===== src/sv/hrhm_pkg.sv =====
`timescale 1ns / 1ps
`default_nettype none
// ----------------------------------------------------------------------------
// hrhm_pkg: shared types and constants of the histogram marker
// table geometry, item kinds, table operations and the cell stream struct
// ----------------------------------------------------------------------------
package hrhm_pkg;

  localparam int ADDR_W     = 12;               // table address width
  localparam int DEPTH      = 1 << ADDR_W;      // table entries
  localparam int CNT_W      = 32;               // bin counter width
  localparam int BINS_W     = 5;                // bins_in_use register width
  localparam int BOUND_W    = 4;                // bits per lower bound
  localparam int BOUNDS_W   = 12;               // lower_bounds field width
  localparam int BOUND_DIMS = BOUNDS_W / BOUND_W;
  localparam int MAX_BINS   = 16;               // cap on the radix
  localparam int POS_W      = $clog2(MAX_BINS); // per-dimension position
  localparam int BINS_RESET = 16;

  typedef enum logic [1:0] {
    KIND_INC   = 2'd0,
    KIND_CLEAR = 2'd1,
    KIND_READ  = 2'd2
  } kind_e;

  typedef enum logic [2:0] {
    TOP_NONE     = 3'd0,
    TOP_READ     = 3'd1,
    TOP_BUMP     = 3'd2,
    TOP_CLR_MARK = 3'd3,
    TOP_CLR_ALL  = 3'd4
  } tbl_op_e;

  typedef struct packed {
    tbl_op_e           op;
    logic [ADDR_W-1:0] addr;
  } tbl_req_t;

  typedef struct packed {
    logic              valid;
    logic              last;
    logic [ADDR_W-1:0] addr;
  } cell_t;

endpackage
`default_nettype wire


===== src/sv/hrhm_addr_gen.sv =====
`timescale 1ns / 1ps
`default_nettype none
// ----------------------------------------------------------------------------
// hrhm_addr_gen: mixed-radix cell walker
// one shared multiplier builds the dimension weights and the start address,
// then an odometer steps one cell per cycle with adds only
// ----------------------------------------------------------------------------
module hrhm_addr_gen #(
  parameter int RANK = 3
) (
  input  logic                                   clk_i,
  input  logic                                   rst_ni,
  input  logic                                   go_i,
  input  logic [RANK-1:0][hrhm_pkg::POS_W-1:0]   starts_i,
  input  logic [hrhm_pkg::BINS_W-1:0]            radix_i,
  output hrhm_pkg::cell_t                        cell_o
);
  import hrhm_pkg::*;

  localparam int DIM_W = (RANK > 1) ? $clog2(RANK) : 1;
  localparam int PROD_W = ADDR_W + BINS_W;

  localparam logic [1:0] PH_IDLE = 2'd0;
  localparam logic [1:0] PH_WGT  = 2'd1;
  localparam logic [1:0] PH_BASE = 2'd2;
  localparam logic [1:0] PH_WALK = 2'd3;

  logic [1:0]        phase_q, phase_d;
  logic [DIM_W-1:0]  idx_q, idx_d;

  logic [POS_W-1:0]  start_q [RANK];
  logic [POS_W-1:0]  pos_q   [RANK];
  logic [POS_W-1:0]  pos_nx  [RANK];
  logic [ADDR_W-1:0] w_q     [RANK];
  logic [ADDR_W-1:0] s_q     [RANK];
  logic [ADDR_W-1:0] wrun_q;
  logic [ADDR_W-1:0] acc_q;

  logic [ADDR_W-1:0] mul_a;
  logic [PROD_W-1:0] prod;
  logic [ADDR_W-1:0] acc_nx;
  logic [BINS_W-1:0] rm1;
  logic              carry;
  logic [DIM_W-1:0]  cd;
  logic [ADDR_W-1:0] step_addr;

  // shared multiplier, always by the radix, kept modulo the table depth
  assign mul_a  = (phase_q == PH_WGT) ? wrun_q : acc_q;
  assign prod   = PROD_W'(mul_a) * PROD_W'(radix_i);
  assign acc_nx = prod[ADDR_W-1:0] + ADDR_W'(start_q[idx_q]);
  assign rm1    = radix_i - 1'b1;

  // odometer: first dimension not at its top takes the step
  always_comb begin
    carry = 1'b1;
    cd    = '0;
    for (int d = 0; d < RANK; d++) begin
      pos_nx[d] = pos_q[d];
      if (carry) begin
        if ({1'b0, pos_q[d]} == rm1) begin
          pos_nx[d] = start_q[d];
        end else begin
          pos_nx[d] = pos_q[d] + 1'b1;
          cd        = DIM_W'(d);
          carry     = 1'b0;
        end
      end
    end
    step_addr = s_q[cd] + w_q[cd];
  end

  always_comb begin
    phase_d = phase_q;
    idx_d   = idx_q;
    unique case (phase_q)
      PH_IDLE: begin
        if (go_i) begin
          phase_d = PH_WGT;
          idx_d   = '0;
        end
      end
      PH_WGT: begin
        if (idx_q == DIM_W'(RANK - 1)) begin
          phase_d = PH_BASE;
        end else begin
          idx_d = idx_q + 1'b1;
        end
      end
      PH_BASE: begin
        if (idx_q == '0) begin
          phase_d = PH_WALK;
        end else begin
          idx_d = idx_q - 1'b1;
        end
      end
      PH_WALK: begin
        if (carry) begin
          phase_d = PH_IDLE;
        end
      end
      default: phase_d = PH_IDLE;
    endcase
  end

  always_ff @(posedge clk_i or negedge rst_ni) begin
    if (!rst_ni) begin
      phase_q <= PH_IDLE;
      idx_q   <= '0;
    end else begin
      phase_q <= phase_d;
      idx_q   <= idx_d;
    end
  end

  always_ff @(posedge clk_i) begin
    case (phase_q)
      PH_IDLE: begin
        if (go_i) begin
          for (int d = 0; d < RANK; d++) begin
            start_q[d] <= starts_i[d];
          end
          wrun_q <= ADDR_W'(1);
          acc_q  <= '0;
        end
      end
      PH_WGT: begin
        w_q[idx_q] <= wrun_q;
        wrun_q     <= prod[ADDR_W-1:0];
      end
      PH_BASE: begin
        acc_q <= acc_nx;
        if (idx_q == '0) begin
          for (int d = 0; d < RANK; d++) begin
            s_q[d]   <= acc_nx;
            pos_q[d] <= start_q[d];
          end
        end
      end
      default: begin
        for (int d = 0; d < RANK; d++) begin
          pos_q[d] <= pos_nx[d];
          if (DIM_W'(d) <= cd) begin
            s_q[d] <= step_addr;
          end
        end
      end
    endcase
  end

  assign cell_o.valid = (phase_q == PH_WALK);
  assign cell_o.last  = carry;
  assign cell_o.addr  = s_q[0];

  a_walk_continues: assert property (@(posedge clk_i) disable iff (!rst_ni)
    (cell_o.valid && !cell_o.last) |=> cell_o.valid)
    else $error("cell walk stopped before its last cell");

  a_go_when_idle: assert property (@(posedge clk_i) disable iff (!rst_ni)
    go_i |-> (phase_q == PH_IDLE))
    else $error("walk started while a walk is running");

endmodule
`default_nettype wire

===== config.mk =====
export PLATFORM = sky130hd
export DESIGN_NAME = hrhm_addr_gen
export DESIGN_NICKNAME = d
export VERILOG_FILES = /design/src/sv/hrhm_pkg.sv /design/src/sv/hrhm_addr_gen.sv
export SDC_FILE = /design/constraint.sdc
export NUM_CORES = 1
export LEC_CHECK = 0
export ABC_AREA = 0
export BUFFER_PORTS_ARGS = -buffer_cell sky130_fd_sc_hd__buf_4
export CORE_MARGIN = 1
export CORE_UTILIZATION = 56
export DETAILED_ROUTE_END_ITERATION = 16
export PLACE_DENSITY = 0.74
export SKIP_CTS_REPAIR_TIMING = 1
export SYNTH_ARGS = -nofsm -noshare
export SYNTH_HDL_FRONTEND = slang
export SYNTH_SLANG_ARGS = --single-unit

===== constraint.sdc =====
create_clock -name clk_i -period 5.1 [get_ports clk_i]
set_input_delay 0.765 -clock clk_i [delete_from_list [all_inputs] [get_ports clk_i]]
set_output_delay 0.765 -clock clk_i [all_outputs]
set_load 0.05 [all_outputs]

**Word-level counts from Yosys, hierarchy flattened**

Memories as Yosys holds them, arrays and structs flattened.
Index checks and enable logic that the tools add are counted.

- $add $sub $neg: 8
- Multipliers: 1
- Order comparisons: 3
- Eq/ne operators: 13
- Muxes and demuxes: 52
- Bitwise logic cells: 6
- Reduce and logical (&&, ||, !) cells: 10

Operator list:

| kind | number |
|---|---|
| two-way mux 12 bit | 6 |
| one-hot mux 12 bit (2 select lines) | 2 |
| two-way mux 4 bit | 8 |
| two-way mux 1 bit | 25 |
| two-way mux 2 bit | 9 |
| equality test 4 x 5 -> 1 bit | 3 |
| adder 12 bit | 1 |
| adder 12 x 4 -> 12 bit | 1 |
| adder 4 x 1 -> 4 bit (second input constant) | 3 |
| multiplier 12 x 5 -> 12 bit | 1 |
| inequality test 2 bit (second input constant) | 4 |
| one-hot mux 2 bit (4 select lines) | 1 |
| AND reduction 4 bit | 2 |
| equality test 2 bit (second input constant) | 3 |
| bitwise OR 1 bit | 6 |
| one-hot mux 2 bit (3 select lines) | 1 |
| subtractor 5 x 1 -> 5 bit (second input constant) | 1 |
| <= comparator 1 x 2 -> 1 bit (first input constant) | 2 |
| zero test 2 bit | 2 |
| inequality test 2 x 1 -> 1 bit (second input constant) | 2 |
| AND reduction 2 bit | 2 |
| nonzero test 2 bit | 2 |
| nonzero test 3 bit | 1 |
| OR reduction 3 bit | 1 |
| other kinds (4) | 4 |

- Register bits: 28
- RAM bits: 96
- Bits of input ports: 20
- Logic and storage cells: 101
- Memories kept: 4

Memories:

| name | words | width | read ports | clocked after memory_dff | wr ports | line | text |
|---|---|---|---|---|---|---|---|
| s_q | 3 | 12 | 2 | 0 | 3 | hrhm_addr_gen.sv:35 | `logic [ADDR_W-1:0] s_q [RANK];` |
| w_q | 3 | 12 | 1 | 0 | 1 | hrhm_addr_gen.sv:34 | `logic [ADDR_W-1:0] w_q [RANK];` |
| pos_q | 3 | 4 | 3 | 0 | 3 | hrhm_addr_gen.sv:32 | `logic [POS_W-1:0] pos_q [RANK];` |
| start_q | 3 | 4 | 4 | 0 | 3 | hrhm_addr_gen.sv:31 | `logic [POS_W-1:0] start_q [RANK];` |

**Longest topological paths before layout**

- Depth in word-level cells: 11
- Depth in mapped cells: 20
- Depth with buffers taken out: 18

**Least setup slack after synthesis**

No wires, ideal clock.

- Path kind: register to register
- Start point: register phase_q[1]
- End point: memory s_q[0][11] (data pin)
- Arrival time: 5079 ps
- Data required time: 4829 ps
- Slack: -250 ps
- Cell stages (with the launch flop): 21
- Path buffers: 3
- Clock period less this slack: 5350 ps
- Cell sequence: dfrtp_1 inv_1 ha_1 buf_4 clkbuf_1 clkbuf_1 mux2i_1 nor2b_1 fa_1 fa_1 inv_1 fa_1 inv_1 ha_1 nor2b_1 or3b_1 nand3_1 nand2_1 a211oi_1 a211o_1 nand3_1

RTL lines:

| what | line | text |
|---|---|---|
| from (decl) | hrhm_addr_gen.sv:28 | `logic [1:0] phase_q, phase_d;` |
| from (signal assigned) | hrhm_addr_gen.sv:110 | `phase_q <= phase_d;` |
| to (decl) | hrhm_addr_gen.sv:35 |  |

==> results list <==
* Most common cell after layout, fill and taps aside: edfxtp_1
- The final critical path takes up 96.4% of the cycle.
- Total of buffers placed on input and output ports: 33
- The H-tree was split into 4 levels.
- Vias per Instance: 5.66
- In the final routed layout, each cell accounts on average for 17.8 microns.
- Routed WL: 16.1 mm
* Dominant synthesized flop cell: edfxtp_1
* Type of destination of the critical path: flip-flop
- Area overhead of the layout relative to synthesis: 17.0%
- Max-cap violations: 0
- Drt initial violations: 356
- In this run the worst path has a maximum fanout of 6.
* Total of fill cells in the finished design: 967
- Entering global routing, the biggest net connects 22 pins.
* Kind of start point of the critical path: flip-flop
- From left edge to right edge, the die measures 119 microns.
* Root buffer selected by CTS: clkbuf_16
* End-of-flow core utilization: 67.3%
* Final hold viol count: 0
- Total iterations of the first detailed-routing run: 5
- Shortest period the worst path allows: 4.91 ns
- The path class of the tightest hold or removal check is primary input to async pin.
- For this block, the via count after detailed routing is 5124.
- TritonCTS built the clock tree.
- Yosys printed 0 warnings.
- Synthesized area per cell: 11.7 sq um
- Leading cell types in the layout, fill and taps excluded: edfxtp_1 (120), buf_4 (66), nand2_1 (64)
- Overall Global Routing Usage: 23.9%
- Outcome: completed
- Netlist area before placement: 7650 sq um
- From bottom edge to top edge, the die measures 119 microns.
- Counting the buffers created by CTS gives 17.
* CP Data Arrival Time: 5.05 ns
* Setup TNS Final: 0 ns
- The clock reaches the later pin of the worst-skew pair after 0.42 ns.
- After synthesis the netlist holds a flip-flop and latch count of 124.
- Yosys mapped the design onto 66 distinct sky130hd cell types.
- Remaining number of nets flagged by the antenna check after routing: 0
- Die Outline Area: 14100 sq um
- In the synthesized netlist the async set-or-reset flop fraction comes to 3.23%.
* Launching element of the worst setup path: phase_q[0]
- Max Slew Vio Count: 0
- In the routed design, unresolved DRC markers number 0.
* Setup skew after layout: 0.0111 ns
- Worst slew slack as a fraction of its limit: 21.2%
* Clock sink total: 124
- Pre-CTS worst setup slack: -0.181 ns
- Setup violations remaining at the end of the flow were counted as 0.
- Summing the sequential cell areas from Yosys gives 48.4% of the chip area.
- In this run the standard cell core region covers 13300 sq um.
- The startpoint identified for the worst register-to-register timing path is phase_q[0].
- 34 I/O pins were placed.
- The initial utilization of the core area, before any placement, comes to 57.5%.
* Slew of the pin with the lowest slew margin: 1.18 ns
- Of the cells placed in the final design, the portion with a size suffix greater than 1 is 19.1%.
- Clk pin slew, worst setup/hold paths: 0.05 ns
* Least setup slack across all paths after layout: 0.186 ns
- The repair_antennas step left the layout with diodes totalling 0.
* Post-synthesis cell count: 652
- The net count of the finished layout is 801.
* Worst Path Class, Setup: flip-flop to flip-flop
- Post-synth net total: 735
* Site Rows: 42
- Detailed placer's ending HPWL: 12.0 mm
- CTS Buffer Depth: 2
- At the worst endpoint, the required time is 5.23 ns.
- The number of global-route vias before repair came to 5145.
- The number of antenna violations at the first check in global routing came to 0.
* Max Clock Freq: 203 MHz
* Remaining Overflow, GRT: 0
* Final estimated routing congestion in global placement: 0.946
- Yosys mapped a number of flops with a built-in enable equal to 120.
- First-pass GRT wire length: 25.5 mm
[cells in the mapped netlist (2+ instances only)]
cell type    n  share of area [%]
nand2b_1     8               0.65
nor2b_1     15                1.2
inv_1       46                2.3
a211oi_1     4               0.39
nand2_1     65                3.2
o21ai_0     40                2.6
nand4_1      3               0.25
nor3b_1      3               0.29
mux2_1       2               0.29
o21a_1       4               0.39
clkbuf_1     7               0.34
buf_4        3               0.29
xnor2_1     27                3.1
xnor3_1      4                1.2
mux2i_1     38                5.0
edfxtp_1   120                 47
or2_2        2               0.16
or3_1        2               0.16
ha_1        38                6.2
xor2_1      20                2.3
a21o_1      13                1.3
mux2_2       9                1.3
nand3_1      8               0.52
dfrtp_1      4                1.3
fa_1        25                6.5
buf_2        6               0.39
buf_6        3               0.44
and2_1      19                1.6
o21ai_1     13               0.85
nor3_1      11               0.72
a21oi_1     14               0.92
o21bai_1     3               0.29
and3_1       2               0.16
nor2_1      39                1.9
[sequential cells by signal, summed over array words and instances (netlist names)]
name     cells
w_q         36
idx_q        2
s_q         36
start_q     12
phase_q      2
acc_q       12
wrun_q      12
pos_q       12
[critical path: stages, from the launching register on]
cell	delay, ns
dfrtp_1	0.44
ha_4	0.23
buf_4	0.15
mux2i_1	0.22
buf_4	0.17
nand2b_1	0.12
fa_1	0.45
fa_1	0.52
fa_1	0.54
inv_1	0.06
ha_4	0.29
a21o_1	0.15
nand4_1	0.15
and3_1	0.19
or3_4	0.36
a211oi_4	0.30
a211o_1	0.18
nand3_1	0.12
[final cells by class]
type                            instances  area (sq um)  area share (%)
Clock buffer                           18           429            4.80
Clock inverter                         12          82.6           0.923
Inverter                               46           173            1.93
Multi-Input combinational cell        462          3830            42.8
Sequential cell                       124          3700            41.4
Tap cell                              176           220            2.46
Timing Repair Buffer                   67           510            5.71
[through the flow]
stage	hold slack (ns)	instance area (sq um)	instances
after floorplan	0.458	7660	652
after global placement	0.471	8230	870
after detailed placement	0.486	8230	870
after CTS	0.126	8740	900
after global routing	0.121	8950	905
final	0.133	8950	905
[worst paths after layout]
| check | endpoint | slack, ns | depth (start not counted) |
|---|---|---|---|
| worst min register to register | w_q[1][6] | 0.50 | 0 |
| worst min-delay path | idx_q[0] | 0.13 | 1 |
| max in group asynchronous | phase_q[1] | 4.87 | 1 |
| min in group clk_i | w_q[1][6] | 0.50 | 0 |
| worst max-delay path | s_q[0][11] | 0.19 | 17 |
| worst max register to register | s_q[0][11] | 0.19 | 17 |
[layer usage]
| metal | GRT usage (%) | part of all wire (%) | vias up |
|---|---|---|---|
| met5 | 0 | 0 | - |
| met4 | 7.12 | 0.93 | 0 |
| met3 | 4.41 | 4.3 | 10 |
| met2 | 41.1 | 51 | 113 |
| met1 | 30.9 | 44 | 2560 |
| li1 | - | - | 2441 |
[cell families after synthesis]
logic type / after synthesis / share of synthesized area, %
buffers and inverters: 66 / 3.78
xor gates and xnor gates: 53 / 6.99
AOI/OAI and AO/OA: 109 / 8.87
adders and majority gates: 63 / 12.8
and+or+nand+nor: 188 / 12.6
DFF: 124 / 48.4
muxes: 49 / 6.59
Power is left out: the tool's default activity adds up to more than one toggle a clock period on the data nets, which glitch-free logic cannot reach.
